===== config.mk =====
export PLATFORM = sky130hd
export DESIGN_NAME = sweep_disk_seek_distance_core
export DESIGN_NICKNAME = d
export VERILOG_FILES = /design/src/rtl/sdsk_pkg.sv /design/src/rtl/sweep_disk_seek_distance_core.sv /design/src/rtl/sdsk_front.sv /design/src/rtl/sdsk_queue.sv /design/src/rtl/sdsk_back.sv
export SDC_FILE = /design/constraint.sdc
export NUM_CORES = 1
export LEC_CHECK = 0
export BUFFER_PORTS_ARGS = -buffer_cell sky130_fd_sc_hd__buf_2
export CORE_ASPECT_RATIO = 2
export CORE_UTILIZATION = 40
export CTS_CLUSTER_DIAMETER = 120
export DETAILED_ROUTE_END_ITERATION = 7
export HOLD_SLACK_MARGIN = 0.1
export PLACE_DENSITY = 0.57
export SYNTH_ARGS = -nofsm -noshare
export SYNTH_HDL_FRONTEND = slang
export SYNTH_SLANG_ARGS = --single-unit

===== constraint.sdc =====
create_clock -name clock -period 11.45 [get_ports clock]
set_input_delay 0.5725 -clock clock [delete_from_list [all_inputs] [get_ports clock]]
set_output_delay 0.5725 -clock clock [all_outputs]
set_load 0.05 [all_outputs]

===== src/rtl/sdsk_pkg.sv =====
// Shared types, register codes and helper functions of the disk seek distance block.
package sdsk_pkg;

   // Widths fixed by the cylinder and distance fields.
   localparam int CYL_W  = 12;
   localparam int DIST_W = 24;
   localparam int SUM_W  = 14;
   localparam logic [DIST_W-1:0] DIST_MAX = {DIST_W{1'b1}};

   // Scheduling policy codes; unused codes behave as FCFS.
   localparam logic [2:0] POL_FCFS   = 3'd0;
   localparam logic [2:0] POL_SCAN   = 3'd1;
   localparam logic [2:0] POL_CSCAN  = 3'd2;
   localparam logic [2:0] POL_LOOK   = 3'd3;
   localparam logic [2:0] POL_CLOOK  = 3'd4;

   // Configuration register indexes and reset values.
   localparam logic [1:0] REG_POLICY   = 2'd0;
   localparam logic [1:0] REG_SWEEP_UP = 2'd1;
   localparam logic [1:0] REG_MAX_CYL  = 2'd2;
   localparam logic [2:0]       RST_POLICY   = POL_SCAN;
   localparam logic             RST_SWEEP_UP = 1'b0;
   localparam logic [CYL_W-1:0] RST_MAX_CYL  = 12'd199;

   typedef struct packed {
      logic [CYL_W-1:0] cylinder;
      logic             last_item;
   } req_item_type;

   typedef struct packed {
      logic [DIST_W-1:0] total_distance;
      logic              range_error;
   } rsp_item_type;

   // Configuration register set, seen by both the front and the back.
   typedef struct packed {
      logic [2:0]       policy;
      logic             sweep_up;
      logic [CYL_W-1:0] max_cylinder;
   } cfg_type;

   // A classified request as it waits between the front and the back.
   typedef struct packed {
      logic [CYL_W-1:0] cylinder;
      logic             last_item;
      logic             is_head;
      logic             bad;
   } entry_type;

   // a - b, or zero when b exceeds a.
   function automatic logic [CYL_W-1:0] dif0(input logic [CYL_W-1:0] a,
                                             input logic [CYL_W-1:0] b);
      dif0 = (a > b) ? (a - b) : '0;
   endfunction

   // Zero extension of a cylinder value to the width of a policy sum.
   function automatic logic [SUM_W-1:0] ext(input logic [CYL_W-1:0] a);
      ext = {{(SUM_W-CYL_W){1'b0}}, a};
   endfunction

endpackage


===== src/rtl/sweep_disk_seek_distance_core.sv =====
// A result is registered; a set's last item waits in the queue while the output register is stalled.
// Throughput: one request per cycle while the queue has room; the back end retires one queued item per cycle.
// The request queue holds QUEUE_DEPTH items so input and output may stall independently.
// Reset is synchronous: it empties the queue and output register, starts a new set,
// and returns the registers to policy SCAN, sweep toward cylinder zero, limit 199.
module sweep_disk_seek_distance_core #(
   parameter int QUEUE_DEPTH = 4
) (
   input  logic                   clock,
   input  logic                   reset,
   input  logic                   req_valid,
   output logic                   req_stall,
   input  sdsk_pkg::req_item_type req_item,
   output logic                   rsp_valid,
   input  logic                   rsp_stall,
   output sdsk_pkg::rsp_item_type rsp_item,
   input  logic                   psel,
   input  logic                   penable,
   input  logic                   pwrite,
   input  logic [3:0]             paddr,
   input  logic [31:0]            pwdata,
   output logic [31:0]            prdata,
   output logic                   pready
);
   import sdsk_pkg::*;

   cfg_type    cfg_ff, cfg_in;
   logic       cfg_write;
   logic       q_full;
   logic       q_push;
   entry_type  q_in;
   logic       q_pop;
   logic       q_valid;
   entry_type  q_out;

   // Register port: writes land in the access phase, reads are decoded directly.
   assign pready    = 1'b1;
   assign cfg_write = psel && penable && pwrite && pready;

   always_comb begin
      cfg_in = cfg_ff;
      if (cfg_write && paddr[1:0] == 2'b00) begin
         case (paddr[3:2])
            REG_POLICY:   cfg_in.policy       = pwdata[2:0];
            REG_SWEEP_UP: cfg_in.sweep_up     = pwdata[0];
            REG_MAX_CYL:  cfg_in.max_cylinder = pwdata[CYL_W-1:0];
            default:      cfg_in = cfg_ff;
         endcase
      end
   end

   always_comb begin
      case (paddr[3:2])
         REG_POLICY:   prdata = {29'd0, cfg_ff.policy};
         REG_SWEEP_UP: prdata = {31'd0, cfg_ff.sweep_up};
         REG_MAX_CYL:  prdata = {{(32-CYL_W){1'b0}}, cfg_ff.max_cylinder};
         default:      prdata = '0;
      endcase
   end

   always_ff @(posedge clock) begin
      if (reset) begin
         cfg_ff.policy       <= RST_POLICY;
         cfg_ff.sweep_up     <= RST_SWEEP_UP;
         cfg_ff.max_cylinder <= RST_MAX_CYL;
      end else begin
         cfg_ff <= cfg_in;
      end
   end

   // Front end, queue and back end.
   sdsk_front u_front (
      .clock     (clock),
      .reset     (reset),
      .req_valid (req_valid),
      .req_stall (req_stall),
      .req_item  (req_item),
      .cfg       (cfg_ff),
      .q_full    (q_full),
      .q_push    (q_push),
      .q_entry   (q_in)
   );

   sdsk_queue #(
      .DEPTH (QUEUE_DEPTH)
   ) u_queue (
      .clock      (clock),
      .reset      (reset),
      .push       (q_push),
      .push_entry (q_in),
      .full       (q_full),
      .pop        (q_pop),
      .head_valid (q_valid),
      .head_entry (q_out)
   );

   sdsk_back u_back (
      .clock     (clock),
      .reset     (reset),
      .q_valid   (q_valid),
      .q_entry   (q_out),
      .q_pop     (q_pop),
      .cfg       (cfg_ff),
      .rsp_valid (rsp_valid),
      .rsp_stall (rsp_stall),
      .rsp_item  (rsp_item)
   );

endmodule


===== src/rtl/sdsk_front.sv =====
// Front end: accepts requests, marks the head item of each set and checks the range.
module sdsk_front (
   input  logic                  clock,
   input  logic                  reset,
   input  logic                  req_valid,
   output logic                  req_stall,
   input  sdsk_pkg::req_item_type req_item,
   input  sdsk_pkg::cfg_type     cfg,
   input  logic                  q_full,
   output logic                  q_push,
   output sdsk_pkg::entry_type   q_entry
);
   import sdsk_pkg::*;

   logic expect_head_ff;
   logic expect_head_in;
   logic accept;

   // The front stalls only when the queue has no room.
   assign req_stall = q_full;
   assign accept    = req_valid && !q_full;
   assign q_push    = accept;

   // Classify the transaction against the limit in force now.
   always_comb begin
      q_entry.cylinder  = req_item.cylinder;
      q_entry.last_item = req_item.last_item;
      q_entry.is_head   = expect_head_ff;
      q_entry.bad       = req_item.cylinder > cfg.max_cylinder;
   end

   // The item after a last item opens a new set.
   always_comb begin
      expect_head_in = expect_head_ff;
      if (accept) begin
         expect_head_in = req_item.last_item;
      end
   end

   always_ff @(posedge clock) begin
      if (reset) begin
         expect_head_ff <= 1'b1;
      end else begin
         expect_head_ff <= expect_head_in;
      end
   end

endmodule


===== src/rtl/sdsk_queue.sv =====
// Short first-in first-out queue between the front and the back.
module sdsk_queue #(
   parameter int DEPTH = 4
) (
   input  logic                clock,
   input  logic                reset,
   input  logic                push,
   input  sdsk_pkg::entry_type push_entry,
   output logic                full,
   input  logic                pop,
   output logic                head_valid,
   output sdsk_pkg::entry_type head_entry
);
   import sdsk_pkg::*;

   localparam int AW = (DEPTH > 1) ? $clog2(DEPTH) : 1;
   localparam int CW = $clog2(DEPTH + 1);

   entry_type       store_ff [DEPTH];
   logic [AW-1:0]   wr_ptr_ff, wr_ptr_in;
   logic [AW-1:0]   rd_ptr_ff, rd_ptr_in;
   logic [CW-1:0]   count_ff, count_in;

   function automatic logic [AW-1:0] bump(input logic [AW-1:0] p);
      bump = (p == AW'(DEPTH - 1)) ? '0 : p + 1'b1;
   endfunction

   assign full       = count_ff == CW'(DEPTH);
   assign head_valid = count_ff != '0;
   assign head_entry = store_ff[rd_ptr_ff];

   // Pointer and fill count updates.
   always_comb begin
      wr_ptr_in = push ? bump(wr_ptr_ff) : wr_ptr_ff;
      rd_ptr_in = pop ? bump(rd_ptr_ff) : rd_ptr_ff;
      count_in  = count_ff;
      if (push && !pop) begin
         count_in = count_ff + 1'b1;
      end else if (pop && !push) begin
         count_in = count_ff - 1'b1;
      end
   end

   always_ff @(posedge clock) begin
      if (reset) begin
         wr_ptr_ff <= '0;
         rd_ptr_ff <= '0;
         count_ff  <= '0;
      end else begin
         wr_ptr_ff <= wr_ptr_in;
         rd_ptr_ff <= rd_ptr_in;
         count_ff  <= count_in;
      end
   end

   // Entry storage needs no reset.
   always_ff @(posedge clock) begin
      if (push) begin
         store_ff[wr_ptr_ff] <= push_entry;
      end
   end

endmodule


===== src/rtl/sdsk_back.sv =====
// Back end: keeps the running set statistics and forms the total travel per set.
module sdsk_back (
   input  logic                   clock,
   input  logic                   reset,
   input  logic                   q_valid,
   input  sdsk_pkg::entry_type    q_entry,
   output logic                   q_pop,
   input  sdsk_pkg::cfg_type      cfg,
   output logic                   rsp_valid,
   input  logic                   rsp_stall,
   output sdsk_pkg::rsp_item_type rsp_item
);
   import sdsk_pkg::*;

   logic [CYL_W-1:0]  head_ff, head_in;
   logic [CYL_W-1:0]  prev_ff, prev_in;
   logic [CYL_W-1:0]  lo_ff, lo_in;
   logic [CYL_W-1:0]  hi_ff, hi_in;
   logic [CYL_W-1:0]  above_ff, above_in;
   logic              above_ok_ff, above_ok_in;
   logic [CYL_W-1:0]  below_ff, below_in;
   logic              below_ok_ff, below_ok_in;
   logic [DIST_W-1:0] fcfs_ff, fcfs_in;
   logic              err_ff, err_in;
   logic              rsp_valid_ff, rsp_valid_in;
   rsp_item_type      rsp_item_ff, rsp_item_in;

   logic              out_free;
   logic [CYL_W-1:0]  cyl;
   logic [CYL_W-1:0]  step;
   logic [DIST_W:0]   fcfs_sum;
   logic [SUM_W-1:0]  policy_sum;
   logic [DIST_W-1:0] total;

   // Non-last items never wait on the output side.
   assign out_free  = !rsp_valid_ff || !rsp_stall;
   assign q_pop     = q_valid && (!q_entry.last_item || out_free);
   assign rsp_valid = rsp_valid_ff;
   assign rsp_item  = rsp_item_ff;
   assign cyl       = q_entry.cylinder;

   // Running statistics of the open set.
   always_comb begin
      head_in     = head_ff;
      prev_in     = prev_ff;
      lo_in       = lo_ff;
      hi_in       = hi_ff;
      above_in    = above_ff;
      above_ok_in = above_ok_ff;
      below_in    = below_ff;
      below_ok_in = below_ok_ff;
      fcfs_in     = fcfs_ff;
      err_in      = err_ff;
      step        = (cyl > prev_ff) ? (cyl - prev_ff) : (prev_ff - cyl);
      fcfs_sum    = {1'b0, fcfs_ff} + {{(DIST_W + 1 - CYL_W){1'b0}}, step};
      if (q_pop) begin
         if (q_entry.is_head) begin
            head_in     = cyl;
            prev_in     = cyl;
            lo_in       = cyl;
            hi_in       = cyl;
            above_in    = '0;
            above_ok_in = 1'b0;
            below_in    = '0;
            below_ok_in = 1'b0;
            fcfs_in     = '0;
            err_in      = q_entry.bad;
         end else begin
            fcfs_in = fcfs_sum[DIST_W] ? DIST_MAX : fcfs_sum[DIST_W-1:0];
            prev_in = cyl;
            if (cyl < lo_ff) begin
               lo_in = cyl;
            end
            if (cyl > hi_ff) begin
               hi_in = cyl;
            end
            if (cyl >= head_ff) begin
               if (!above_ok_ff || cyl < above_ff) begin
                  above_in    = cyl;
                  above_ok_in = 1'b1;
               end
            end else begin
               if (!below_ok_ff || cyl > below_ff) begin
                  below_in    = cyl;
                  below_ok_in = 1'b1;
               end
            end
            err_in = err_ff || q_entry.bad;
         end
      end
   end

   // Total travel of the closing set, from its final statistics.
   always_comb begin
      policy_sum = '0;
      total      = fcfs_in;
      case (cfg.policy)
         POL_SCAN: begin
            if (!cfg.sweep_up) begin
               policy_sum = ext(head_in) + ext(hi_in);
            end else begin
               policy_sum = ext(dif0(cfg.max_cylinder, head_in))
                          + ext(dif0(cfg.max_cylinder, lo_in));
            end
            total = {{(DIST_W-SUM_W){1'b0}}, policy_sum};
         end
         POL_CSCAN: begin
            if (!cfg.sweep_up) begin
               policy_sum = ext(head_in) + ext(cfg.max_cylinder)
                          + (above_ok_in ? ext(dif0(cfg.max_cylinder, above_in)) : '0);
            end else begin
               policy_sum = ext(dif0(cfg.max_cylinder, head_in)) + ext(cfg.max_cylinder)
                          + (below_ok_in ? ext(below_in) : '0);
            end
            total = {{(DIST_W-SUM_W){1'b0}}, policy_sum};
         end
         POL_LOOK: begin
            if (!cfg.sweep_up) begin
               policy_sum = ext(dif0(head_in, lo_in)) + ext(dif0(hi_in, lo_in));
            end else begin
               policy_sum = ext(dif0(hi_in, head_in)) + ext(dif0(hi_in, lo_in));
            end
            total = {{(DIST_W-SUM_W){1'b0}}, policy_sum};
         end
         POL_CLOOK: begin
            if (!cfg.sweep_up) begin
               policy_sum = ext(dif0(head_in, lo_in)) + ext(dif0(hi_in, lo_in))
                          + (above_ok_in ? ext(dif0(hi_in, above_in)) : '0);
            end else begin
               policy_sum = ext(dif0(hi_in, head_in)) + ext(dif0(hi_in, lo_in))
                          + (below_ok_in ? ext(dif0(below_in, lo_in)) : '0);
            end
            total = {{(DIST_W-SUM_W){1'b0}}, policy_sum};
         end
         default: begin
            total = fcfs_in;
         end
      endcase
   end

   // Output register: loaded by a last item, cleared when the transaction is taken.
   always_comb begin
      rsp_valid_in = rsp_valid_ff && rsp_stall;
      rsp_item_in  = rsp_item_ff;
      if (q_pop && q_entry.last_item) begin
         rsp_valid_in               = 1'b1;
         rsp_item_in.total_distance = total;
         rsp_item_in.range_error    = err_in;
      end
   end

   always_ff @(posedge clock) begin
      if (reset) begin
         rsp_valid_ff <= 1'b0;
      end else begin
         rsp_valid_ff <= rsp_valid_in;
      end
   end

   // Set statistics and result payload.
   always_ff @(posedge clock) begin
      head_ff     <= head_in;
      prev_ff     <= prev_in;
      lo_ff       <= lo_in;
      hi_ff       <= hi_in;
      above_ff    <= above_in;
      above_ok_ff <= above_ok_in;
      below_ff    <= below_in;
      below_ok_ff <= below_ok_in;
      fcfs_ff     <= fcfs_in;
      err_ff      <= err_in;
      rsp_item_ff <= rsp_item_in;
   end

endmodule


Yosys cells after proc, flatten, opt, wreduce, memory -nomap -nowiden

Memory sizes are Yosys's and may differ from the RTL's. A register that Yosys moved wholly into a read port is not among the register bits.
Cells that the tools add are included.

Register bits: 149
Input port bits: 56
Memories kept: 1
RAM bits: 60
Output and inout port bits: 60
Word-level logic and storage cells: 156

Memories:

| memory           | words | bits a word | read ports | clocked after Yosys merged registers in | write ports | RTL line         | text |
|---|---|---|---|---|---|---|---|
| u_queue.store_ff | 4     | 15          | 1          | 1                                       | 1           | sdsk_queue.sv:19 | `entry_type store_ff [DEPTH];` |

Multiplexer cells: 57
Equality and inequality tests: 9
Order comparisons: 15
$add $sub $neg: 25
Reduce and logical (&&, ||, !) cells: 29

Operator list:

| kind                                                            | number |
|---|---|
| 12-bit two-way mux                                              | 29 |
| 12-bit > comparator                                             | 12 |
| 12-bit subtractor                                               | 10 |
| 24-bit case mux with 4 select lines                             | 1 |
| 12-bit by 12-bit adder with 13-bit output                       | 6 |
| 24-bit two-way mux                                              | 3 |
| 14-bit adder                                                    | 4 |
| 14-bit two-way mux                                              | 4 |
| 12-bit case mux with 3 select lines                             | 1 |
| 24-bit by 12-bit adder with 25-bit output                       | 1 |
| 12-bit < comparator                                             | 2 |
| 1-bit two-way mux                                               | 13 |
| 12-bit >= comparator                                            | 1 |
| 1-bit logical AND                                               | 9 |
| 1-bit logical NOT                                               | 8 |
| 2-bit two-way mux                                               | 4 |
| 2-bit == test, second input constant                            | 3 |
| 3-bit by 2-bit == test with 1-bit output, second input constant | 2 |
| 3-bit == test, second input constant                            | 2 |
| 3-bit two-way mux                                               | 2 |
| 2-bit AND reduction                                             | 3 |
| 1-bit logical OR                                                | 5 |
| 2-bit by 1-bit adder with 2-bit output, second input constant   | 2 |
| 2-bit logical NOT                                               | 2 |
| other kinds (6)                                                 | 6 |

Depth between registers and ports, before layout

Depth in word-level cells: 12
Depth in mapped cells: 53
Mapped depth without buffers: 50

By module

From an unflattened synthesis, not the netlist that was laid out.

Cell total of the unflattened synthesis: 2,539
Area, all modules: 21,516.9 um^2

Modules (own cells, without submodules):

| module                        | cells each | times used | area each (um^2) | sequential area each (um^2) |
|---|---|---|---|---|
| sdsk_back                     | 2,243      | 1          | 17,419.2         | 2,872.8 |
| sdsk_queue                    | 122        | 1          | 2,636.3          | 1,981.9 |
| sweep_disk_seek_distance_core | 114        | 1          | 1,012.2          | 320.3 |
| sdsk_front                    | 60         | 1          | 449.2            | 20.0 |

Least setup slack after synthesis

Ideal clock, no wire load.

Path type: reg2reg
Start point: register with a tool-made name
End point: register u_back.rsp_item_ff, in the netlist u_back.rsp_item[13] (data pin)
Setup slack: 2.123 ns
Path buffers: 4
Cell stages (with the launch flop): 52
Clock period less this slack: 9.327 ns
Data required time: 11.189 ns
Arrival time: 9.067 ns
Path through: dfxtp_1 buf_6 buf_4 mux4_2 ha_1 a21o_1 a21o_1 a21o_1 a21o_1 a21o_1 a211oi_1 o21a_1 nor3_1 o21ai_1 clkbuf_1 nand3_1 o31ai_1 ha_1 (+16 left out) nor2_1 ha_1 fa_1 a21o_1 a21oi_1 nor2b_1 o21a_1 o21ai_0 a21oi_1 o21a_1 o21a_1 o41ai_1 xnor2_1 nor2_1 a211oi_1 a2111oi_1 nand2_1 a221o_1

RTL lines:

| item                 | RTL line         | text |
|---|---|---|
| to (signal assigned) | sdsk_back.sv:172 | `rsp_item_ff <= rsp_item_in;` |
| to (decl)            | sdsk_back.sv:26  | `rsp_item_type rsp_item_ff, rsp_item_in;` |

==> metrics.txt <==
commonest non-fill, non-tap cell in the layout=ha_1; cts hold-fix bufs=0; initial core utilization=0.405; Detail Placement HPWL=67,500 µm; initial antenna violation count=2; Root Buffer=clkbuf_16; busiest layer in global routing=met2; share of layout cells above drive strength 1=0.0923; Final Critical Period=10.55 ns; Crit. End Element=register; crit path kind=register to register; clk sinks=211; post-synth cell types=101; full die area=55,100 µm²; number of CTS-inserted buffers=23; failing checks=design-rule violations; Worst-Skew Late Latency=0.58 ns; worst slew pin tran=1.35 ns; vias=19.5k; Rows=120; die width=167 µm; largest net degree at the start of global routing=61; HP Class=input port to register; NumNets Final=3,040; setup ws final=0.900 ns; First-pass DRT Iterations=8; Main synth FF type=dfxtp_1; first-pass GRT wire length=121,000 µm; Post-Synthesis Cells=2,565; DP Cell Count=3,293; GRT Util Overall=0.301; H-tree Lvls=1; Final Util=0.443; # Post-CTS Setup Buffers=0; DRC=8; Async SR Flop Fraction=0; core area=53,500 µm²; Setup Viol. Count Final=0; Synth Cell Area=21,700 µm²; Overflow after GRT=0; Setup TNS=0 ns; GR met3 Demand/Resource=0.0403; CP max stage delay=0.98 ns; EDFF count, synth=97; Die Y=331 µm; final RePlAce weighted congestion=0.989; Slew Limit Fails=0; vias in the first global route=19.6k; Clock Path Buffers=3; Global Route met2 Usage=0.556; Clock transition at path regs=0.07 ns; # resized after CTS=0; Avg Vias per Cell=5.83; Max Cap Viol=0; clock skew=0.0250 ns; I/O pin count=116; CP required=11.77 ns; syn_area_per_cell=8.44 µm²; setup repair after global routing missed its margin=false; WL/cell=24.8 µm; highest achievable clock rate=94.8 MHz; # port buffers=74; synth-to-layout area growth=9.31%; most used cells in the layout excluding fill and tap cells=ha_1, nor2_1, inv_1, a21oi_1, xnor2_1; Tcrit/Tclk final=0.921; post-synthesis register bit count=211; drt total wl=82,800 µm; outcome=complete, but fails checks; crit path max fanout=19; Final Hold Fails=0; GR met1 Demand/Resource=0.274; final cell count without fillers=3,339; Synth Warn #=0; DRT iter0 DRCs=1,046; Antenna Nets Post-Route=0; CTS tree=done; Critical Path AT=10.87 ns; sequential cell area fraction in the yosys report=0.240; Slowest-stage cell, CP=dfxtp_1; dpl ws=0.989 ns; Worst Setup Start Kind=register; Slew Limit Headroom=0.0908
==> path summary, 6_finish.rpt <==
| kind | start | endpoint | slack [ns] | cells past startpoint |
|---|---|---|---|---|
| worst max-delay path | register | u_back.rsp_item[13] | 0.90 | 40 |
| worst min-delay path | pwdata[6] | cfg_ff[6] | 0.20 | 2 |
| worst max register to register | register | u_back.rsp_item[13] | 0.90 | 40 |
| worst min register to register | u_back.rsp_valid | u_back.rsp_valid | 0.48 | 2 |
==> worst max-delay path: cells and delay by family (launching register included) <==
family                     cells  cell delay [ns]
adders and majority gates      5             1.52
AOI/OAI and AO/OA             19             4.66
DFF                            1             0.98
xor gates and xnor gates       1             0.23
and+or+nand+nor               11             1.71
muxes                          1             0.62
buffers and inverters          3             0.54
==> synthesized netlist by cell type, types with 17 or more instances <==
library cell    n  share of area
mux2i_1        28          0.013
xnor2_1       153          0.062
xor2_1         36          0.015
and2_1         38          0.011
dfxtp_1       114           0.11
nand2b_1       23         0.0066
edfxtp_1       97           0.13
o211ai_1       20         0.0069
buf_4          23         0.0080
o21ai_0       131          0.030
nor2_1        258          0.045
a21o_1         97          0.034
nand2_1       105          0.018
inv_1         248          0.043
nor3_1         65          0.015
nand4_1        35          0.010
or3_1          17         0.0049
fa_1           20          0.018
nor2b_1        39          0.011
ha_1          317           0.18
a31oi_1        25         0.0072
a21oi_1       217          0.050
o21a_1         19         0.0066
nand3_1        39         0.0090
clkbuf_1       59          0.010
o21bai_1       66          0.023
==> kinds of logic (layout without fill, tap and decap cells) <==
kind of cell             count (synthesis)  in the layout  synth area share
XOR/XNOR                               189            189            0.0764
adder cells (fa/ha/maj)                341            341             0.203
AND/OR/NAND/NOR                        684            684             0.152
buffers and inverters                  348            428            0.0657
flip-flops                             211            211             0.240
other                                    2             25          0.000347
multiplexers                            57             57            0.0365
AO/OA/AOI/OAI                          733            733             0.225
==> layout make-up <==
| type | instances | area, µm² |
|---|---|---|
| Clock inverter | 13 | 134 |
| Tap cell | 671 | 840 |
| Clock buffer | 29 | 598 |
| Timing Repair Buffer | 135 | 828 |
| Sequential cell | 211 | 5200 |
| Multi-Input combinational cell | 2025 | 15100 |
| Fill cell | 5386 | 29800 |
| Antenna cell | 4 | 10.0 |
| Inverter | 251 | 945 |
==> per-layer routing <==
layer	vias up	routed length (µm)
met5	-	0
met1	9201	27500
li1	9302	-
met4	0	10200
met2	661	41400
met3	289	3580
==> per-stage QoR <==
stage / hold WS (ns) / area (µm²)
6_report: 0.200 / 23700
2_1_floorplan: 0.445 / 21700
3_5_place_dp: 0.463 / 22900
5_1_grt: 0.198 / 23700
3_3_place_gp: 0.457 / 22900
4_1_cts: 0.179 / 23700
==> registers in the layout, summed over array words and instances, names as in the netlist, 12 cells and up, named ones only <==
register,count
cfg_ff,16
u_back.above_ff,12
u_back.below_ff,12
u_back.fcfs_ff,24
u_back.head_ff,12
u_back.hi_ff,12
u_back.lo_ff,12
u_back.prev_ff,12
u_back.rsp_item,25
u_queue.store_ff,60
Power is left out: the tool's default activity adds up to more than one toggle a clock period on the data nets, which glitch-free logic cannot reach.
